`src/rtl/u8u16_pkg.sv`:
```
// Shared types, codes and helper functions for the UTF-8 to UTF-16 converter.
package u8u16_pkg;

	localparam logic KIND_DATA = 1'b0;
	localparam logic KIND_END  = 1'b1;

	localparam logic [1:0] RK_MARK  = 2'd0;
	localparam logic [1:0] RK_UNIT  = 2'd1;
	localparam logic [1:0] RK_ERROR = 2'd2;

	localparam logic [1:0] EK_BAD_LEAD   = 2'd0;
	localparam logic [1:0] EK_BAD_SECOND = 2'd1;
	localparam logic [1:0] EK_BAD_THIRD  = 2'd2;
	localparam logic [1:0] EK_TRUNCATED  = 2'd3;

	localparam logic [15:0] BOM_CODE  = 16'hFEFF;
	localparam logic [2:0]  LEAD2_TAG = 3'b110;
	localparam logic [3:0]  LEAD3_TAG = 4'b1110;
	localparam logic [1:0]  CONT_TAG  = 2'b10;

	typedef struct packed {
		logic       kind;
		logic [7:0] data_byte;
	} in_item_t;

	typedef struct packed {
		logic [1:0]  result_kind;
		logic [7:0]  first_byte;
		logic [7:0]  second_byte;
		logic [1:0]  error_kind;
		logic [31:0] error_position;
		logic        is_last;
	} out_item_t;

	typedef struct packed {
		logic [1:0]  need;
		logic [15:0] partial;
		logic [1:0]  total;
		logic        at_start;
		logic        mark_sent;
	} dec_state_t;

	function automatic out_item_t make_unit(input logic [1:0] rk, input logic [15:0] u,
			input logic be);
		out_item_t r;
		r = '0;
		r.result_kind = rk;
		if (be) begin
			r.first_byte  = u[15:8];
			r.second_byte = u[7:0];
		end else begin
			r.first_byte  = u[7:0];
			r.second_byte = u[15:8];
		end
		return r;
	endfunction

	function automatic out_item_t make_error(input logic [1:0] ek, input logic [31:0] pos);
		out_item_t r;
		r = '0;
		r.result_kind    = RK_ERROR;
		r.error_kind     = ek;
		r.error_position = pos;
		return r;
	endfunction

endpackage

```
`src/rtl/utf8_to_utf16_stream_converter.sv`:
```
// Top level of the UTF-8 to UTF-16 stream converter.
// An item is registered, then decoded into the result queue when it has room.
// Throughput: one item per cycle while the queue has room; the first item can queue two results.
// Input stalls only while the four-entry result queue holds more than two results.
// Reset clears the sequence state, byte count and queue, and selects big-endian output.
module utf8_to_utf16_stream_converter
	import u8u16_pkg::*;
#(
	parameter int POSITION_BITS = 32
) (
	input  logic      clk,
	input  logic      arst_n,
	input  logic      cfg_we,
	input  logic      cfg_wdata,
	input  logic      item_valid,
	output logic      item_stall,
	input  in_item_t  item,
	output logic      result_valid,
	input  logic      result_stall,
	output out_item_t result
);

	in_item_t                 item_s1;
	logic                     valid_s1;
	logic                     big_endian_q;
	dec_state_t               state_q;
	dec_state_t               state_nxt;
	logic [POSITION_BITS-1:0] pos_q;
	logic [POSITION_BITS-1:0] pos_nxt;
	logic [1:0]               res_count;
	out_item_t                res0;
	out_item_t                res1;
	logic                     room;
	logic                     advance;

	assign advance    = valid_s1 && room;
	assign item_stall = valid_s1 && !room;

	always_ff @(posedge clk or negedge arst_n) begin
		if (!arst_n) begin
			big_endian_q <= 1'b1;
		end else if (cfg_we) begin
			big_endian_q <= cfg_wdata;
		end
	end

	always_ff @(posedge clk or negedge arst_n) begin
		if (!arst_n) begin
			valid_s1 <= 1'b0;
		end else if (!item_stall) begin
			valid_s1 <= item_valid;
		end
	end

	always_ff @(posedge clk) begin
		if (!item_stall) begin
			item_s1 <= item;
		end
	end

	always_ff @(posedge clk or negedge arst_n) begin
		if (!arst_n) begin
			state_q <= '0;
			pos_q   <= '0;
		end else if (advance) begin
			state_q <= state_nxt;
			pos_q   <= pos_nxt;
		end
	end

	u8u16_decode #(
		.POSITION_BITS(POSITION_BITS)
	) u_decode (
		.item      (item_s1),
		.st        (state_q),
		.pos       (pos_q),
		.big_endian(big_endian_q),
		.st_nxt    (state_nxt),
		.pos_nxt   (pos_nxt),
		.res_count (res_count),
		.res0      (res0),
		.res1      (res1)
	);

	u8u16_res_fifo u_fifo (
		.clk       (clk),
		.arst_n    (arst_n),
		.push_count(advance ? res_count : 2'd0),
		.push0     (res0),
		.push1     (res1),
		.pop       (result_valid && !result_stall),
		.head      (result),
		.not_empty (result_valid),
		.room      (room)
	);

	// The mark is sent exactly once and is never taken back.
	a_mark_sticky: assert property (@(posedge clk) disable iff (!arst_n)
		!$fell(state_q.mark_sent))
		else $error("Mark flag cleared after being set.");

	// The first processed item always leaves at least the mark in the queue.
	a_first_result: assert property (@(posedge clk) disable iff (!arst_n)
		advance && !state_q.mark_sent |=> result_valid)
		else $error("No result queued after the first item.");

	// A pending sequence never needs more bytes than its total length.
	a_need_total: assert property (@(posedge clk) disable iff (!arst_n)
		state_q.need == 2'd0 || state_q.need < state_q.total)
		else $error("Sequence byte count out of range.");

	// The byte count only grows while no reset is applied.
	a_pos_monotonic: assert property (@(posedge clk) disable iff (!arst_n)
		advance |=> pos_q >= $past(pos_q))
		else $error("Byte count decreased.");

endmodule

```
`src/rtl/u8u16_decode.sv`:
```
// Decoder step: next sequence state and up to two results for one item.
module u8u16_decode
	import u8u16_pkg::*;
#(
	parameter int POSITION_BITS = 32
) (
	input  in_item_t                 item,
	input  dec_state_t               st,
	input  logic [POSITION_BITS-1:0] pos,
	input  logic                     big_endian,
	output dec_state_t               st_nxt,
	output logic [POSITION_BITS-1:0] pos_nxt,
	output logic [1:0]               res_count,
	output out_item_t                res0,
	output out_item_t                res1
);

	logic [POSITION_BITS-1:0] pos_inc;
	logic [15:0]              shifted;
	logic [7:0]               b;
	logic                     main_valid;
	out_item_t                main_res;
	out_item_t                mark_res;

	assign b       = item.data_byte;
	assign pos_inc = (pos == '1) ? pos : pos + 1'b1;
	assign shifted = {st.partial[9:0], b[5:0]};

	always_comb begin
		st_nxt           = st;
		st_nxt.mark_sent = 1'b1;
		pos_nxt          = pos;
		main_valid       = 1'b0;
		main_res         = '0;
		if (item.kind == KIND_END) begin
			if (st.need != 2'd0) begin
				main_valid = 1'b1;
				main_res   = make_error(EK_TRUNCATED, 32'(pos));
				st_nxt     = '0;
				st_nxt.mark_sent = 1'b1;
			end
		end else begin
			pos_nxt = pos_inc;
			if (st.need == 2'd0) begin
				priority if (b[7] == 1'b0) begin
					main_valid = 1'b1;
					main_res   = make_unit(RK_UNIT, {8'h00, b}, big_endian);
				end else if (b[7:5] == LEAD2_TAG) begin
					st_nxt.partial  = {11'd0, b[4:0]};
					st_nxt.need     = 2'd1;
					st_nxt.total    = 2'd2;
					st_nxt.at_start = 1'b0;
				end else if (b[7:4] == LEAD3_TAG) begin
					st_nxt.partial  = {12'd0, b[3:0]};
					st_nxt.need     = 2'd2;
					st_nxt.total    = 2'd3;
					st_nxt.at_start = (pos == '0);
				end else begin
					main_valid = 1'b1;
					main_res   = make_error(EK_BAD_LEAD, 32'(pos_inc));
				end
			end else if (b[7:6] == CONT_TAG) begin
				st_nxt.partial = shifted;
				st_nxt.need    = st.need - 2'd1;
				if (st.need == 2'd1) begin
					if (!(st.at_start && st.total == 2'd3 && shifted == BOM_CODE)) begin
						main_valid = 1'b1;
						main_res   = make_unit(RK_UNIT, shifted, big_endian);
					end
					st_nxt           = '0;
					st_nxt.mark_sent = 1'b1;
				end
			end else begin
				main_valid = 1'b1;
				main_res   = make_error((st.need == st.total - 2'd1) ? EK_BAD_SECOND
					: EK_BAD_THIRD, 32'(pos_inc));
				st_nxt           = '0;
				st_nxt.mark_sent = 1'b1;
			end
		end
	end

	always_comb begin
		mark_res  = make_unit(RK_MARK, BOM_CODE, big_endian);
		res_count = {1'b0, !st.mark_sent} + {1'b0, main_valid};
		res0      = st.mark_sent ? main_res : mark_res;
		res1      = main_res;
		res0.is_last = (res_count == 2'd1);
		res1.is_last = 1'b1;
	end

endmodule

```
`src/rtl/u8u16_res_fifo.sv`:
```
// Four-entry result queue that takes up to two results per cycle.
module u8u16_res_fifo
	import u8u16_pkg::*;
(
	input  logic       clk,
	input  logic       arst_n,
	input  logic [1:0] push_count,
	input  out_item_t  push0,
	input  out_item_t  push1,
	input  logic       pop,
	output out_item_t  head,
	output logic       not_empty,
	output logic       room
);

	out_item_t  mem_q [4];
	logic [1:0] wr_q;
	logic [1:0] rd_q;
	logic [2:0] count_q;

	assign head      = mem_q[rd_q];
	assign not_empty = (count_q != 3'd0);
	assign room      = (count_q <= 3'd2);

	always_ff @(posedge clk) begin
		if (push_count != 2'd0) begin
			mem_q[wr_q] <= push0;
		end
		if (push_count == 2'd2) begin
			mem_q[wr_q + 2'd1] <= push1;
		end
	end

	always_ff @(posedge clk or negedge arst_n) begin
		if (!arst_n) begin
			wr_q    <= '0;
			rd_q    <= '0;
			count_q <= '0;
		end else begin
			wr_q    <= wr_q + push_count;
			rd_q    <= rd_q + {1'b0, pop};
			count_q <= count_q + {1'b0, push_count} - {2'b00, pop};
		end
	end

endmodule

```
`config.mk`:
```
export PLATFORM = sky130hd
export DESIGN_NAME = utf8_to_utf16_stream_converter
export DESIGN_NICKNAME = d
export VERILOG_FILES = /design/src/rtl/u8u16_pkg.sv /design/src/rtl/utf8_to_utf16_stream_converter.sv /design/src/rtl/u8u16_decode.sv /design/src/rtl/u8u16_res_fifo.sv
export SDC_FILE = /design/constraint.sdc
export NUM_CORES = 1
export LEC_CHECK = 0
export BUFFER_PORTS_ARGS = -buffer_cell sky130_fd_sc_hd__buf_4
export CORE_MARGIN = 5
export CORE_UTILIZATION = 40
export DETAILED_ROUTE_END_ITERATION = 6
export PLACE_DENSITY = 0.65
export SLEW_MARGIN = 25
export SYNTH_ARGS = -nofsm -noshare
export SYNTH_HDL_FRONTEND = slang
export SYNTH_HIERARCHICAL = 1
export SYNTH_SLANG_ARGS = --single-unit
```
`constraint.sdc`:
```
create_clock -name clk -period 21.1 [get_ports clk]
set_clock_uncertainty 0.15 [all_clocks]
set_input_delay 2.11 -clock clk [delete_from_list [all_inputs] [get_ports clk]]
set_output_delay 2.11 -clock clk [all_outputs]
set_load 0.02 [all_outputs]
```
==> flow_summary.toml, run 1 <==
[place]
io_buffer_count = 69
dp_slack_ns = 15.95
place_hpwl_um = 24400
gp_congestion = 0.860

[timing]
post-route-min-period_ns = 5.09
timing.slew.headroom_pct = 30.1
tns_ns = 0
fin_hold_ws_ns = 0.353
max_clock_freq_ghz = 0.197
slew_violations = 0
setup_slack_ns = 16.01
hold_viol = 0
tightest_slew_ns = 1.04
period_share_pct = 24.1
finalSetupViolations = 0
rsz0062_at_grt = "no"

[route]
wl_met1_um = 16900
drt-pass1-iter-count = 5
drt-initial-drc-count = 817
highest_layer = "met4"
wl_met2_um = 19600
wirelength_um = 40000
avgRoutedWirePerCell_um = 22.4
vias = 10500
dr_wl_met3_um = 2450
viasPerCell = 5.88
drc = 0
ant_nets = 0

[synthesis]
synthCells = 1221
avgSynthCellArea_um2 = 13.4
syn_area_um2 = 16300
yosysWarnings = 6

[worst_setup_path]
cp_data_required_time_ns = 18.84
reg2reg_depth = 6
r2r_end = "u_fifo/mem_q[1][22]$_DFFE_PP_"
start_kind = "flip-flop"
path_max_fanout = 36
critPathCaptureType = "output port"
worstReg2RegStart = "state_q[0]$_DFFE_PN0P_"
critical_path_class = "reg -> out"
regToRegSetupSlack_ns = 16.02
crit_arrival_ns = 2.83

[global_routing]
grt_max_degree = 58
antenna_found_initial = 0
first_global_vias = 10800
grt_pass1_wl_um = 62700
grtUsageTotal_pct = 17.6
overflow = 0

[min_path]
hold_start = "u_fifo/count_q[2]$_DFF_PN0_"
worstHoldEndpoint = "u_fifo/count_q[2]$_DFF_PN0_"
whs_path_depth = 1
hold_path_class = "reg -> reg"

[clock_network]
htreeDepth = 1
clk_latency_ns = 0.57
clk_path_buf_depth = 3
cts-hold-fix-buffers = 0
clock-sinks = 278
postCtsSetupBuffers = 0
root_buffer = "clkbuf_16"
clkSlewWorstSetupHoldPaths_ns = 0.06
numCtsBuffers = 30
cts_resized = 0
tritoncts = "yes"

[power_and_ir_drop]
p_leak_nw = 6.58
peakVddDrop_mv = 0.0655
power_density_nw_per_um2 = 137

[finish]
nNetsFinal = 1253
post-route-util_pct = 44.2
mostFrequentLayoutCell = "mux2_2"
syn2layout_area_growth_pct = 9.97
antenna_cells = 0
drive_gt1_share_pct = 37.6
most-common-layout-cells = "mux2_2 (247), edfxtp_1 (221), buf_4 (82)"

[floorplan]
die_area_um2 = 44900
die_x_um = 212
num_io_pins = 70
die_height_um = 212
start_util_pct = 40.2
fp-row-count = 74
core_um2 = 40600

[job]
drv_cap = 0

[run_status]
status = "finished clean"
## per-stage QoR
stage	instances	total power, mW	area [um^2]
after CTS	1782	2.48	17900
after global routing	1782	2.58	17900
after floorplan	1222	1.62	16300
after global placement	1726	1.95	17000
after detailed placement	1726	1.98	17000
final	1782	2.45	17900
## metal layers
metal | vias up | global-route usage (%)
met1 | 5299 | 23.5
met2 | 319 | 29.8
li1 | 4792 | -
met3 | 65 | 2.79
met4 | 0 | 5.20
met5 | - | 0
## layout make-up
cell class	instances	area [um^2]
fillers	3705	22600
multi-input cells	812	7580
clock inverters	16	108
inverters	22	82.6
repair buffers	82	616
well taps	532	666
flip-flops and latches	278	8070
clock buffers	40	810
## where the power goes
group	switching, mW	internal [mW]
sequential	0.115	0.797
combinational	0.598	0.441
clock	0.216	0.281
total	0.929	1.52
## worst max path at each step
| stage | endpoint | startpoint | cells after the start | slack (ns) |
|---|---|---|---|---|
| finish | result[8] | u_fifo/rd_q[0]$_DFF_PN0_ | 3 | 16.01 |
| detailed placement | u_fifo/mem_q[1][19]$_DFFE_PP_ | state_q[0]$_DFFE_PN0P_ | 6 | 15.95 |
| CTS | result[8] | u_fifo/rd_q[0]$_DFF_PN0_ | 3 | 15.86 |
| global placement | u_fifo/mem_q[1][14]$_DFFE_PP_ | state_q[0]$_DFFE_PN0P_ | 6 | 16.14 |
| floorplan | u_fifo/mem_q[0][0]$_DFFE_PP_ | state_q[20]$_DFFE_PN0P_ | 11 | 14.18 |
| global route | u_fifo/mem_q[1][52]$_DFFE_PP_ | state_q[0]$_DFFE_PN0P_ | 6 | 15.74 |
## flip-flops by register name (all words and copies together), names as in the netlist
signal / count
big_endian_q: 1
pos_q: 32
u_fifo/rd_q: 2
u_fifo/mem_q: 212
valid_s1: 1
item_s1: 9
state_q: 16
u_fifo/wr_q: 2
u_fifo/count_q: 3
## critical path, cell delays in order (launching register included)
cell,delay (ns)
dfrtp_4,0.67
buf_4,0.70
mux4_2,0.67
buf_4,0.19
Power figures use the tool's default switching activity.
==> run 2, diff against run 1 <==
Settings changed: PLACE_DENSITY 0.65 to 0.67.
Clock period 21.1 ns to 4.4 ns, I/O delays scaled along.
==> run 2 against run 1 <==
Sequential share of layout area decreased by 0.82 points. Setup slack worse by 15 ns. Wire length up 1.3%. Core utilization grew 0.82 points. Via count increased by 2.5%. Count of clock-buffer cells in the layout is 4 higher. Largest power group unchanged. Highest routed layer unchanged. Final area increased by 1.9%. Final cell count grew 1.7%. Combinational power grew to 4.9 times the previous value.
==> flow_summary.toml, run 2 (synthesis gave the netlist of run 1 again) <==
[run_status]
status = "finished clean"

[clock_network]
clock-sinks = 278
clk_latency_ns = 0.57
clk_path_buf_depth = 3
tritoncts = "yes"
clkSlewWorstSetupHoldPaths_ns = 0.06
htreeDepth = 1
cts_resized = 0
numCtsBuffers = 31
root_buffer = "clkbuf_16"

[worst_setup_path]
start_kind = "flip-flop"
path_max_fanout = 39
crit_arrival_ns = 3.82
cp_data_required_time_ns = 4.57
reg2reg_depth = 9
critical_path_class = "reg -> reg"
critPathCaptureType = "flip-flop"

[place]
gp_congestion = 0.921
place_hpwl_um = 25100
io_buffer_count = 69
placed_cell_area_um2 = 17200
dp_slack_ns = 0.759

[route]
ant_nets = 0
wirelength_um = 40500
avgRoutedWirePerCell_um = 22.3
vias = 10700
viasPerCell = 5.92
drt-pass1-iter-count = 5
drc = 0
drt-initial-drc-count = 692

[timing]
finalSetupViolations = 0
period_share_pct = 83.1
hold_viol = 0
max_clock_freq_ghz = 0.273
tightest_slew_ns = 0.983
tns_ns = 0
timing.slew.headroom_pct = 34.3
setup_slack_ns = 0.743
rsz0062_at_grt = "no"
post-route-min-period_ns = 3.66
fin_hold_ws_ns = 0.156
slew_violations = 0

[finish]
antenna_cells = 0
top_register = "u_fifo/mem_q"
top_regs = "u_fifo/mem_q: 212 flops, pos_q: 32 flops, state_q: 16 flops"
most-common-layout-cells = "mux2_2 (247), edfxtp_1 (221), buf_4 (95)"
drive_gt1_share_pct = 38.3
fin_area_um2 = 18300
largest_reg_flops = 212
nNetsFinal = 1283
syn2layout_area_growth_pct = 12.0
mostFrequentLayoutCell = "mux2_2"

[floorplan]
core_um2 = 40600
start_util_pct = 40.2
die_x_um = 212
fp-row-count = 74
num_io_pins = 70
die_area_um2 = 44900
die_height_um = 212

[global_routing]
grt_max_degree = 58
grt_pass1_wl_um = 64400
grtUsageTotal_pct = 17.9
antenna_found_initial = 0
first_global_vias = 11100
overflow = 0

[job]
drv_cap = 0

[power_and_ir_drop]
power_mw = 11.9
p_sw_share_pct = 37.7
clkPwrFrac_pct = 20.5
p_comb_share_pct = 43.0
peakVddDrop_mv = 0.376
pwr-share-seq_pct = 36.4
power_density_nw_per_um2 = 652
p_int_mw = 7.42
p_leak_nw = 6.76
p_sw_mw = 4.48

[min_path]
whs_path_depth = 3
hold_path_class = "in -> reg"
## run 2: cell count changes in the layout (fill, tap and decap cells not counted), sizes merged
| cell | previous run | this run |
|---|---|---|
| buf | 82 | 98 |
| bufinv | 1 | 0 |
| clkbuf | 40 | 44 |
| clkinv | 13 | 14 |
| clkinvlp | 2 | 0 |
| dlygate4sd3 | 0 | 13 |
## run 2: through the flow
stage	util, %	instances
2_1_floorplan	-	1222
3_3_place_gp	42.3	1742
3_5_place_dp	42.3	1742
4_1_cts	45.0	1813
5_1_grt	45.0	1813
6_report	45.0	1813
## run 2: metal layers
layer	GRT usage [%]	wire (um)	vias up
met5	0	0	-
met4	4.33	906	0
met3	2.34	2000	66
met2	30.7	20000	285
met1	24.2	17500	5534
li1	-	-	4849
## run 2: final timing paths
kind / from / to / slack [ns]
worst min register to register: u_fifo/count_q[2]$_DFF_PN0_ / u_fifo/count_q[2]$_DFF_PN0_ / 0.36
max in group asynchronous: arst_n / u_fifo/rd_q[0]$_DFF_PN0_ / 3.10
min in group asynchronous: arst_n / u_fifo/rd_q[1]$_DFF_PN0_ / 0.37
worst max register to register: state_q[20]$_DFFE_PN0P_ / u_fifo/mem_q[2][6]$_DFFE_PP_ / 0.74
worst min-delay path: result_stall / u_fifo/rd_q[0]$_DFF_PN0_ / 0.16
worst max-delay path: state_q[20]$_DFFE_PN0P_ / u_fifo/mem_q[2][6]$_DFFE_PP_ / 0.74
## run 2: power groups by stage
stage / Combinational, mW / Sequential (mW) / Clock [mW]
2_1_floorplan: 3.70 / 4.06 / 0
3_3_place_gp: 5.10 / 4.37 / 0
3_5_place_dp: 5.15 / 4.41 / 0
4_1_cts: 5.19 / 4.36 / 2.51
5_1_grt: 5.52 / 4.43 / 2.63
6_report: 5.12 / 4.34 / 2.44
## run 2: repair_timing
action | 4_1_cts | 5_1_grt
endpoints found under the hold margin | 67 | 0
hold buffers | 13 | 0
setup buffers | 0 | 0
## run 2: final cells by class
class	instances	area, um^2
tap	532	666
timing repair buffer	111	903
clock buffer	44	875
multi-input combinational	812	7580
inverter	22	82.6
clock inverter	14	88.8
fill	3648	22300
sequential	278	8070
## run 2: worst max-delay path, cell delays in order (launching register included)
cell and delay (ns):
dfrtp_1 0.44, inv_1 0.08, ha_1 0.46, nor2_1 0.10, a32oi_1 0.26, ha_1 0.31
and3_2 0.30, and4bb_2 0.35, buf_4 0.54, mux2_2 0.41
